`config.mk`:
```
export PLATFORM = sky130hd
export DESIGN_NAME = uleb_index_to_subdict_locator
export DESIGN_NICKNAME = d
export VERILOG_FILES = /design/src/design/uleb_pkg.sv /design/src/design/uleb_ctrl.sv /design/src/design/uleb_datapath.sv /design/src/design/uleb_index_to_subdict_locator.sv
export SDC_FILE = /design/constraint.sdc
export NUM_CORES = 1
export LEC_CHECK = 0
export BUFFER_PORTS_ARGS = -buffer_cell sky130_fd_sc_hd__buf_2
export CAP_MARGIN = 20
export CORE_MARGIN = 5
export CORE_UTILIZATION = 43
export CTS_CLUSTER_SIZE = 8
export DETAILED_ROUTE_END_ITERATION = 16
export PLACE_DENSITY_LB_ADDON = 0.08
export SYNTH_ARGS = -nofsm -noshare
export SYNTH_HDL_FRONTEND = slang
export SYNTH_HIERARCHICAL = 1
export SYNTH_SLANG_ARGS = --single-unit
export TNS_END_PERCENT = 20
```
`constraint.sdc`:
```
create_clock -name clock -period 5.6 [get_ports clock]
set_clock_uncertainty 0.1 [all_clocks]
set_input_delay 0 -clock clock [delete_from_list [all_inputs] [get_ports clock]]
set_output_delay 0 -clock clock [all_outputs]
set_load 0.03 [all_outputs]
```
`src/design/uleb_pkg.sv`:
```
// Shared types and constants for the ULEB128 index locator.
package uleb_pkg;

   localparam int unsigned IDX_W     = 32;
   localparam int unsigned ACC_W     = 64;
   localparam int unsigned SHIFT_W   = 7;
   localparam int unsigned SPLIT_W   = 13;
   localparam int unsigned SUBDICT_W = 23;
   localparam int unsigned CSR_IDX_W = 1;
   localparam int unsigned DIV_STEPS = IDX_W;
   localparam int unsigned DIV_CNT_W = $clog2(DIV_STEPS);

   localparam logic [6:0]         PAYLOAD_MASK  = 7'h7f;
   localparam logic [SHIFT_W-1:0] BITS_PER_BYTE = 7'd7;
   localparam logic [SPLIT_W-1:0] SPLIT_MIN     = 13'd1000;
   localparam logic [SPLIT_W-1:0] SPLIT_MAX     = 13'd5000;

   // register indexes on the configuration port
   localparam logic [CSR_IDX_W-1:0] CSR_DICT_TOTAL = 1'b0;
   localparam logic [CSR_IDX_W-1:0] CSR_SPLIT_SIZE = 1'b1;

   typedef enum logic [1:0] {
      ST_IDLE   = 2'd0,
      ST_DIVIDE = 2'd1,
      ST_RESULT = 2'd2
   } state_type;

   typedef struct packed {
      logic take_byte;
      logic div_step;
      logic load_rsp;
   } cmd_type;

   typedef struct packed {
      logic code_done;
      logic div_last;
      logic rsp_free;
   } sts_type;

endpackage

```
`src/design/uleb_ctrl.sv`:
```
// Controller state machine: byte intake, division sequencing and result hand-off.
module uleb_ctrl
   import uleb_pkg::*;
(
   input  logic    clock,
   input  logic    reset,
   input  logic    req_valid,
   output logic    req_stall,
   input  sts_type sts,
   output cmd_type cmd
);

   state_type state_ff;
   state_type state_in;

   always_ff @(posedge clock) begin
      if (reset) begin
         state_ff <= ST_IDLE;
      end else begin
         state_ff <= state_in;
      end
   end

   always_comb begin
      state_in = state_ff;
      unique case (state_ff)
         ST_IDLE: begin
            if (req_valid && sts.code_done) begin
               state_in = ST_DIVIDE;
            end
         end
         ST_DIVIDE: begin
            if (sts.div_last) begin
               state_in = ST_RESULT;
            end
         end
         ST_RESULT: begin
            if (sts.rsp_free) begin
               state_in = ST_IDLE;
            end
         end
         default: state_in = ST_IDLE;
      endcase
   end

   always_comb begin
      cmd       = '0;
      req_stall = 1'b1;
      unique case (state_ff)
         ST_IDLE: begin
            req_stall     = 1'b0;
            cmd.take_byte = req_valid;
         end
         ST_DIVIDE: cmd.div_step = 1'b1;
         ST_RESULT: cmd.load_rsp = sts.rsp_free;
         default: cmd = '0;
      endcase
   end

endmodule

```
`src/design/uleb_datapath.sv`:
```
// Datapath: config registers, ULEB128 accumulator, serial divider and result register.
module uleb_datapath
   import uleb_pkg::*;
(
   input  logic                 clock,
   input  logic                 reset,
   input  logic                 csr_write_enable,
   input  logic [CSR_IDX_W-1:0] csr_index,
   input  logic [IDX_W-1:0]     csr_write_data,
   input  logic [7:0]           req_code_byte,
   input  logic                 req_string_end,
   output logic                 rsp_valid,
   input  logic                 rsp_stall,
   output logic [IDX_W-1:0]     rsp_string_index,
   output logic [SUBDICT_W-1:0] rsp_subdict_number,
   output logic [SPLIT_W-1:0]   rsp_entry_position,
   output logic                 rsp_status,
   input  cmd_type              cmd,
   output sts_type              sts
);

   logic [IDX_W-1:0]     dict_total_ff;
   logic [SPLIT_W-1:0]   split_size_ff;
   logic [ACC_W-1:0]     acc_ff;
   logic [ACC_W-1:0]     acc_in;
   logic [SHIFT_W-1:0]   shift_ff;
   logic [SHIFT_W-1:0]   shift_in;
   logic                 halt_ff;
   logic                 halt_in;
   logic [IDX_W-1:0]     index_ff;
   logic                 err_ff;
   logic [SPLIT_W-1:0]   split_ff;
   logic [IDX_W-1:0]     quo_ff;
   logic [SPLIT_W-1:0]   rem_ff;
   logic [DIV_CNT_W-1:0] cnt_ff;
   logic                 rsp_valid_ff;

   logic [ACC_W-1:0]     acc_upd;
   logic [SHIFT_W-1:0]   shift_upd;
   logic                 code_err;
   logic [SPLIT_W-1:0]   split_eff;
   logic [SPLIT_W:0]     trial;
   logic                 trial_ge;
   logic [SPLIT_W:0]     trial_diff;

   always_ff @(posedge clock) begin
      if (reset) begin
         dict_total_ff <= '0;
         split_size_ff <= SPLIT_MIN;
      end else if (csr_write_enable) begin
         unique case (csr_index)
            CSR_DICT_TOTAL: dict_total_ff <= csr_write_data;
            CSR_SPLIT_SIZE: split_size_ff <= csr_write_data[SPLIT_W-1:0];
            default: ;
         endcase
      end
   end

   always_comb begin
      priority if (split_size_ff < SPLIT_MIN) begin
         split_eff = SPLIT_MIN;
      end else if (split_size_ff > SPLIT_MAX) begin
         split_eff = SPLIT_MAX;
      end else begin
         split_eff = split_size_ff;
      end
   end

   // payload bits past bit 63 fall off; shift freezes once it reaches 64 or more
   always_comb begin
      acc_upd   = acc_ff;
      shift_upd = shift_ff;
      if (!shift_ff[SHIFT_W-1]) begin
         acc_upd   = acc_ff | ({{(ACC_W-7){1'b0}}, req_code_byte[6:0] & PAYLOAD_MASK}
                               << shift_ff[SHIFT_W-2:0]);
         shift_upd = shift_ff + BITS_PER_BYTE;
      end
   end

   assign code_err = (acc_upd == '0) || (acc_upd[ACC_W-1:IDX_W] != '0)
                     || (acc_upd[IDX_W-1:0] > dict_total_ff);

   assign sts.code_done = !halt_ff && !req_code_byte[7];
   assign sts.div_last  = (cnt_ff == DIV_CNT_W'(DIV_STEPS - 1));
   assign sts.rsp_free  = !rsp_valid_ff || !rsp_stall;

   always_comb begin
      acc_in   = acc_ff;
      shift_in = shift_ff;
      halt_in  = halt_ff;
      if (cmd.take_byte) begin
         if (!halt_ff) begin
            acc_in   = acc_upd;
            shift_in = shift_upd;
            if (!req_code_byte[7]) begin
               acc_in   = '0;
               shift_in = '0;
               halt_in  = code_err;
            end
         end
         if (req_string_end) begin
            acc_in   = '0;
            shift_in = '0;
            halt_in  = 1'b0;
         end
      end
   end

   always_ff @(posedge clock) begin
      if (reset) begin
         acc_ff   <= '0;
         shift_ff <= '0;
         halt_ff  <= 1'b0;
      end else begin
         acc_ff   <= acc_in;
         shift_ff <= shift_in;
         halt_ff  <= halt_in;
      end
   end

   // restoring divider, one quotient bit per cycle
   assign trial      = {rem_ff, quo_ff[IDX_W-1]};
   assign trial_ge   = (trial >= {1'b0, split_ff});
   assign trial_diff = trial - {1'b0, split_ff};

   always_ff @(posedge clock) begin
      if (reset) begin
         cnt_ff <= '0;
      end else if (cmd.take_byte) begin
         cnt_ff <= '0;
      end else if (cmd.div_step) begin
         cnt_ff <= cnt_ff + 1'b1;
      end
   end

   always_ff @(posedge clock) begin
      if (cmd.take_byte && sts.code_done) begin
         index_ff <= acc_upd[IDX_W-1:0];
         err_ff   <= code_err;
         split_ff <= split_eff;
         quo_ff   <= acc_upd[IDX_W-1:0] - 1'b1;
         rem_ff   <= '0;
      end else if (cmd.div_step) begin
         quo_ff <= {quo_ff[IDX_W-2:0], trial_ge};
         rem_ff <= trial_ge ? trial_diff[SPLIT_W-1:0] : trial[SPLIT_W-1:0];
      end
   end

   always_ff @(posedge clock) begin
      if (reset) begin
         rsp_valid_ff <= 1'b0;
      end else if (cmd.load_rsp) begin
         rsp_valid_ff <= 1'b1;
      end else if (!rsp_stall) begin
         rsp_valid_ff <= 1'b0;
      end
   end

   always_ff @(posedge clock) begin
      if (cmd.load_rsp) begin
         rsp_string_index   <= index_ff;
         rsp_status         <= err_ff;
         rsp_subdict_number <= err_ff ? '0 : quo_ff[SUBDICT_W-1:0] + 1'b1;
         rsp_entry_position <= err_ff ? '0 : rem_ff;
      end
   end

   assign rsp_valid = rsp_valid_ff;

endmodule

```
`src/design/uleb_index_to_subdict_locator.sv`:
```
// Top level of the ULEB128 string index decoder and sub-dictionary locator.
//
//   channel | direction | handshake          | payload
//   req     | in        | req_valid/stall    | code_byte, string_end
//   rsp     | out       | rsp_valid/stall    | string_index, subdict_number,
//           |           |                    | entry_position, status
//   csr     | in        | csr_write_enable   | csr_index, csr_write_data
//
// A byte that does not complete a code is taken while idle. A completed code is
// accepted, divided by the split size in the one-bit-per-cycle divider and then
// loaded into the result register. Reset is synchronous and active high and clears
// the accumulator and halt. A result that is stalled stays in the output register
// while the next bytes are taken; a following code waits at the end of its division
// until that register frees.
module uleb_index_to_subdict_locator
   import uleb_pkg::*;
(
   input  logic                 clock,
   input  logic                 reset,
   input  logic                 csr_write_enable,
   input  logic [CSR_IDX_W-1:0] csr_index,
   input  logic [IDX_W-1:0]     csr_write_data,
   input  logic                 req_valid,
   output logic                 req_stall,
   input  logic [7:0]           req_code_byte,
   input  logic                 req_string_end,
   output logic                 rsp_valid,
   input  logic                 rsp_stall,
   output logic [IDX_W-1:0]     rsp_string_index,
   output logic [SUBDICT_W-1:0] rsp_subdict_number,
   output logic [SPLIT_W-1:0]   rsp_entry_position,
   output logic                 rsp_status
);

   cmd_type cmd;
   sts_type sts;

   uleb_ctrl u_ctrl (
      .clock     (clock),
      .reset     (reset),
      .req_valid (req_valid),
      .req_stall (req_stall),
      .sts       (sts),
      .cmd       (cmd)
   );

   uleb_datapath u_datapath (
      .clock              (clock),
      .reset              (reset),
      .csr_write_enable   (csr_write_enable),
      .csr_index          (csr_index),
      .csr_write_data     (csr_write_data),
      .req_code_byte      (req_code_byte),
      .req_string_end     (req_string_end),
      .rsp_valid          (rsp_valid),
      .rsp_stall          (rsp_stall),
      .rsp_string_index   (rsp_string_index),
      .rsp_subdict_number (rsp_subdict_number),
      .rsp_entry_position (rsp_entry_position),
      .rsp_status         (rsp_status),
      .cmd                (cmd),
      .sts                (sts)
   );

endmodule

```
==> results.py <==
metrics = {
    "placement": {
        "dp_hpwl_um": 29800,
        "place_area_sq_um": 15200,
        "numPortBuffers": 117,
        "place_congestion": 0.909,
    },
    "pwr": {
        "power.density_nw_per_um2": 321,
        "p_leak_nw": 6.62,
        "vdd_ir_drop_max_uv": 198,
    },
    "cts": {
        "cts.sinks": 285,
        "cts_tree": "done",
        "cts_max_level": 2,
        "clock_path_buffers": 3,
        "clk-insertion-delay-late_ns": 0.54,
        "cts_setup_buffers": 0,
        "cts.clk_slew.worst_paths_ns": 0.05,
        "cts_made_buffers": 42,
        "cts_root_buf": "clkbuf_16",
    },
    "finish": {
        "finalInstanceArea_sq_um": 17200,
        "nNetsFinal": 1760,
        "diodes": 0,
        "drive_gt1_frac": 0.136,
        "fill_cells": 2995,
        "final_common_cell": "nand2_1",
        "final_cell_mix": "170 x nand2_1, 149 x a21oi_1, 147 x edfxtp_1, 138 x dfxtp_1, 123 x nor2_1",
        "syn_to_final_growth_pct": 21.4,
    },
    "setup_path": {
        "critPathLaunchType": "flip-flop",
        "cp.required_ns": 5.75,
        "cp_max_fo": 14,
        "critPathKind": "flip-flop to flip-flop",
        "reg2regPathDepth": 13,
        "worstPathArrival_ns": 5.14,
        "cp_slowest_cell": "dfxtp_1",
        "end_kind": "flip-flop",
        "cpPeakStageDelay_ns": 0.65,
        "path_cells": "mux4_2 > nand2b_4 > and3_2 > a21oi_1 > clkinv_1 > ha_1 > nand4_1 > nor3_1 > nand3_1 > a211o_1 > nor4_1 > nor4b_1 > o31ai_1",
        "reg2reg_to": "u_datapath/err_ff$_DFFE_PP_",
        "reg2reg_from": "u_datapath/shift_ff[0]$_SDFFE_PP0P_",
        "reg2reg_slack_ns": 0.61,
    },
    "sta": {
        "setup-violations-final": 0,
        "min_period_ns": 4.99,
        "fin_tns_setup_ns": 0,
        "relSlewSlack": 0.298,
        "grt_setup_unrepaired": "false",
        "fmax_mhz": 200,
        "post-route-period-util": 0.891,
        "drv_slew": 0,
        "hold_viol": 0,
        "tightest_slew_ns": 1.05,
    },
    "global_routing": {
        "grt_first_pass_wirelength_um": 64900,
        "grt_usage": 0.225,
        "grt_pass1_vias": 11200,
        "overflow": 0,
        "grt_max_degree": 74,
        "antenna_found_initial": 0,
    },
    "outcome": {
        "status": "complete, no violations",
    },
    "hold_path": {
        "hp-start": "csr_write_enable",
        "hold-path-cell-count": 4,
        "hold_end": "u_datapath/split_size_ff[0]$_SDFFE_PP0P_",
        "hold_class": "input port to flip-flop",
    },
    "route": {
        "dr.first_iter.drc_count": 911,
        "route.met2.wl_um": 18600,
        "ant_nets": 0,
        "drtPass1Iterations": 5,
        "wl_um": 41400,
        "top_layer": "met4",
        "dr_total_vias": 11700,
        "avgRoutedWirePerCell_um": 19.4,
        "vias_per_cell": 5.48,
        "wl_met3_um": 2330,
        "met1_length_um": 19700,
        "drcViolationCount": 0,
    },
    "logic_synthesis": {
        "ys_ff_latch": 285,
        "syn_area_sq_um": 14100,
        "syn-num-nets": 1577,
        "synthFlopType": "edfxtp_1",
        "async_flop_share": 0,
        "netlist_instances": 1479,
        "synth-edff-count": 147,
        "synth_cell_types": 92,
        "ys_seq_area_frac": 0.508,
        "synth_area_per_cell_sq_um": 9.55,
        "synth_warnings": 6,
    },
    "floorplan": {
        "core_sq_um": 32500,
        "die_y_um": 191,
        "die_area_sq_um": 36600,
        "start_util": 0.435,
        "pin_count": 118,
        "rows": 66,
        "die_w_um": 191,
    },
    "flow_run": {
        "drv_cap": 0,
    },
}
-- metrics by stage --
stage | setup slack, ns | hold WS (ns) | power (mW) | util | instances
after floorplan | 1.72 | -0.0309 | 2.96 | - | 1479
after global placement | 0.936 | 0.140 | 3.17 | 0.467 | 1982
after detailed placement | 0.786 | 0.146 | 3.18 | 0.467 | 1983
after CTS | 0.745 | 0.000105 | 5.56 | 0.529 | 2134
after global routing | 0.373 | 0.0479 | 5.77 | 0.529 | 2134
final | 0.612 | 0.0143 | 5.51 | 0.529 | 2134
-- state kept, by name (all words and copies together) (netlist names), 2 cells and up --
signal / count
u_datapath/split_size_ff: 13
u_datapath/split_ff: 13
u_datapath/rem_ff: 13
u_datapath/acc_ff: 64
u_datapath/dict_total_ff: 32
u_datapath/rsp_entry_position: 13
u_datapath/shift_ff: 7
u_datapath/quo_ff: 32
u_datapath/rsp_string_index: 32
u_datapath/cnt_ff: 5
u_datapath/rsp_subdict_number: 23
u_ctrl/state_ff: 2
u_datapath/index_ff: 32
-- worst max-delay path, delay by kind of cell, from the launching register on --
family / cells / cell delay [ns]
adders and majority gates: 1 / 0.43
and+or+nand+nor: 7 / 1.64
AOI/OAI and AO/OA: 3 / 0.85
DFF: 1 / 0.65
buffers and inverters: 1 / 0.37
muxes: 1 / 0.65
-- power by group --
group          internal (mW)  total, mW  leakage [nW]  switching, mW
Combinational          0.320      0.791          3.54          0.471
Sequential              2.31       2.39          2.49         0.0812
Clock                   1.43       2.33         0.584          0.901
-- repair_timing --
| item | in CTS | in global routing |
|---|---|---|
| resized for setup | 0 | 0 |
| hold buffers | 77 | 0 |
| hold endpoints to repair | 77 | 0 |
-- cells in the mapped netlist (all sizes together) (30+ instances only) --
library cell | number | area (sq um)
inv | 88 | 330
clkbuf | 66 | 248
nor2 | 123 | 462
nor3 | 57 | 313
nand2 | 171 | 642
o21ai | 63 | 315
a21oi | 151 | 771
dfxtp | 138 | 2760
ha | 50 | 626
nand3 | 32 | 160
edfxtp | 147 | 4410
xnor2 | 32 | 280
a22oi | 30 | 225
-- cell families (layout without fill, tap and decap cells) --
logic type	count (synthesis)	count (layout)	synth area share
AND/OR/NAND/NOR	555	555	0.197
AO/OA/AOI/OAI	342	342	0.150
flip-flops	285	285	0.508
buffers and inverters	173	386	0.0485
adder cells (fa/ha/maj)	51	51	0.0457
XOR/XNOR	48	48	0.0298
multiplexers	25	25	0.0216
-- worst max-delay path by stage --
stage	from	endpoint	slack (ns)	depth (start not counted)
after floorplan	u_datapath/shift_ff[0]$_SDFFE_PP0P_	u_datapath/err_ff$_DFFE_PP_	1.72	13
after global placement	u_datapath/shift_ff[0]$_SDFFE_PP0P_	u_datapath/err_ff$_DFFE_PP_	0.94	13
after detailed placement	u_datapath/shift_ff[0]$_SDFFE_PP0P_	u_datapath/err_ff$_DFFE_PP_	0.79	13
after CTS	u_datapath/shift_ff[0]$_SDFFE_PP0P_	u_datapath/err_ff$_DFFE_PP_	0.74	13
after global routing	u_datapath/shift_ff[0]$_SDFFE_PP0P_	u_datapath/err_ff$_DFFE_PP_	0.37	13
final	u_datapath/shift_ff[0]$_SDFFE_PP0P_	u_datapath/err_ff$_DFFE_PP_	0.61	13
-- final cells by class --
cell class                 instances  area (sq um)  area share
multi-input combinational       1021          6290       0.367
sequential                       285          7180       0.418
inverter                          90           338      0.0197
tap                              442           553      0.0322
timing repair buffer             222          1580      0.0919
clock buffer                      70          1180      0.0686
clock inverter                     4          42.5     0.00248
-- metal layers --
metal / track usage / up-vias
li1: - / 5697
met1: 0.332 / 5594
met2: 0.354 / 352
met3: 0.0276 / 55
met4: 0.0536 / 0
met5: 0 / -
(Power assumes the default switching activity.)
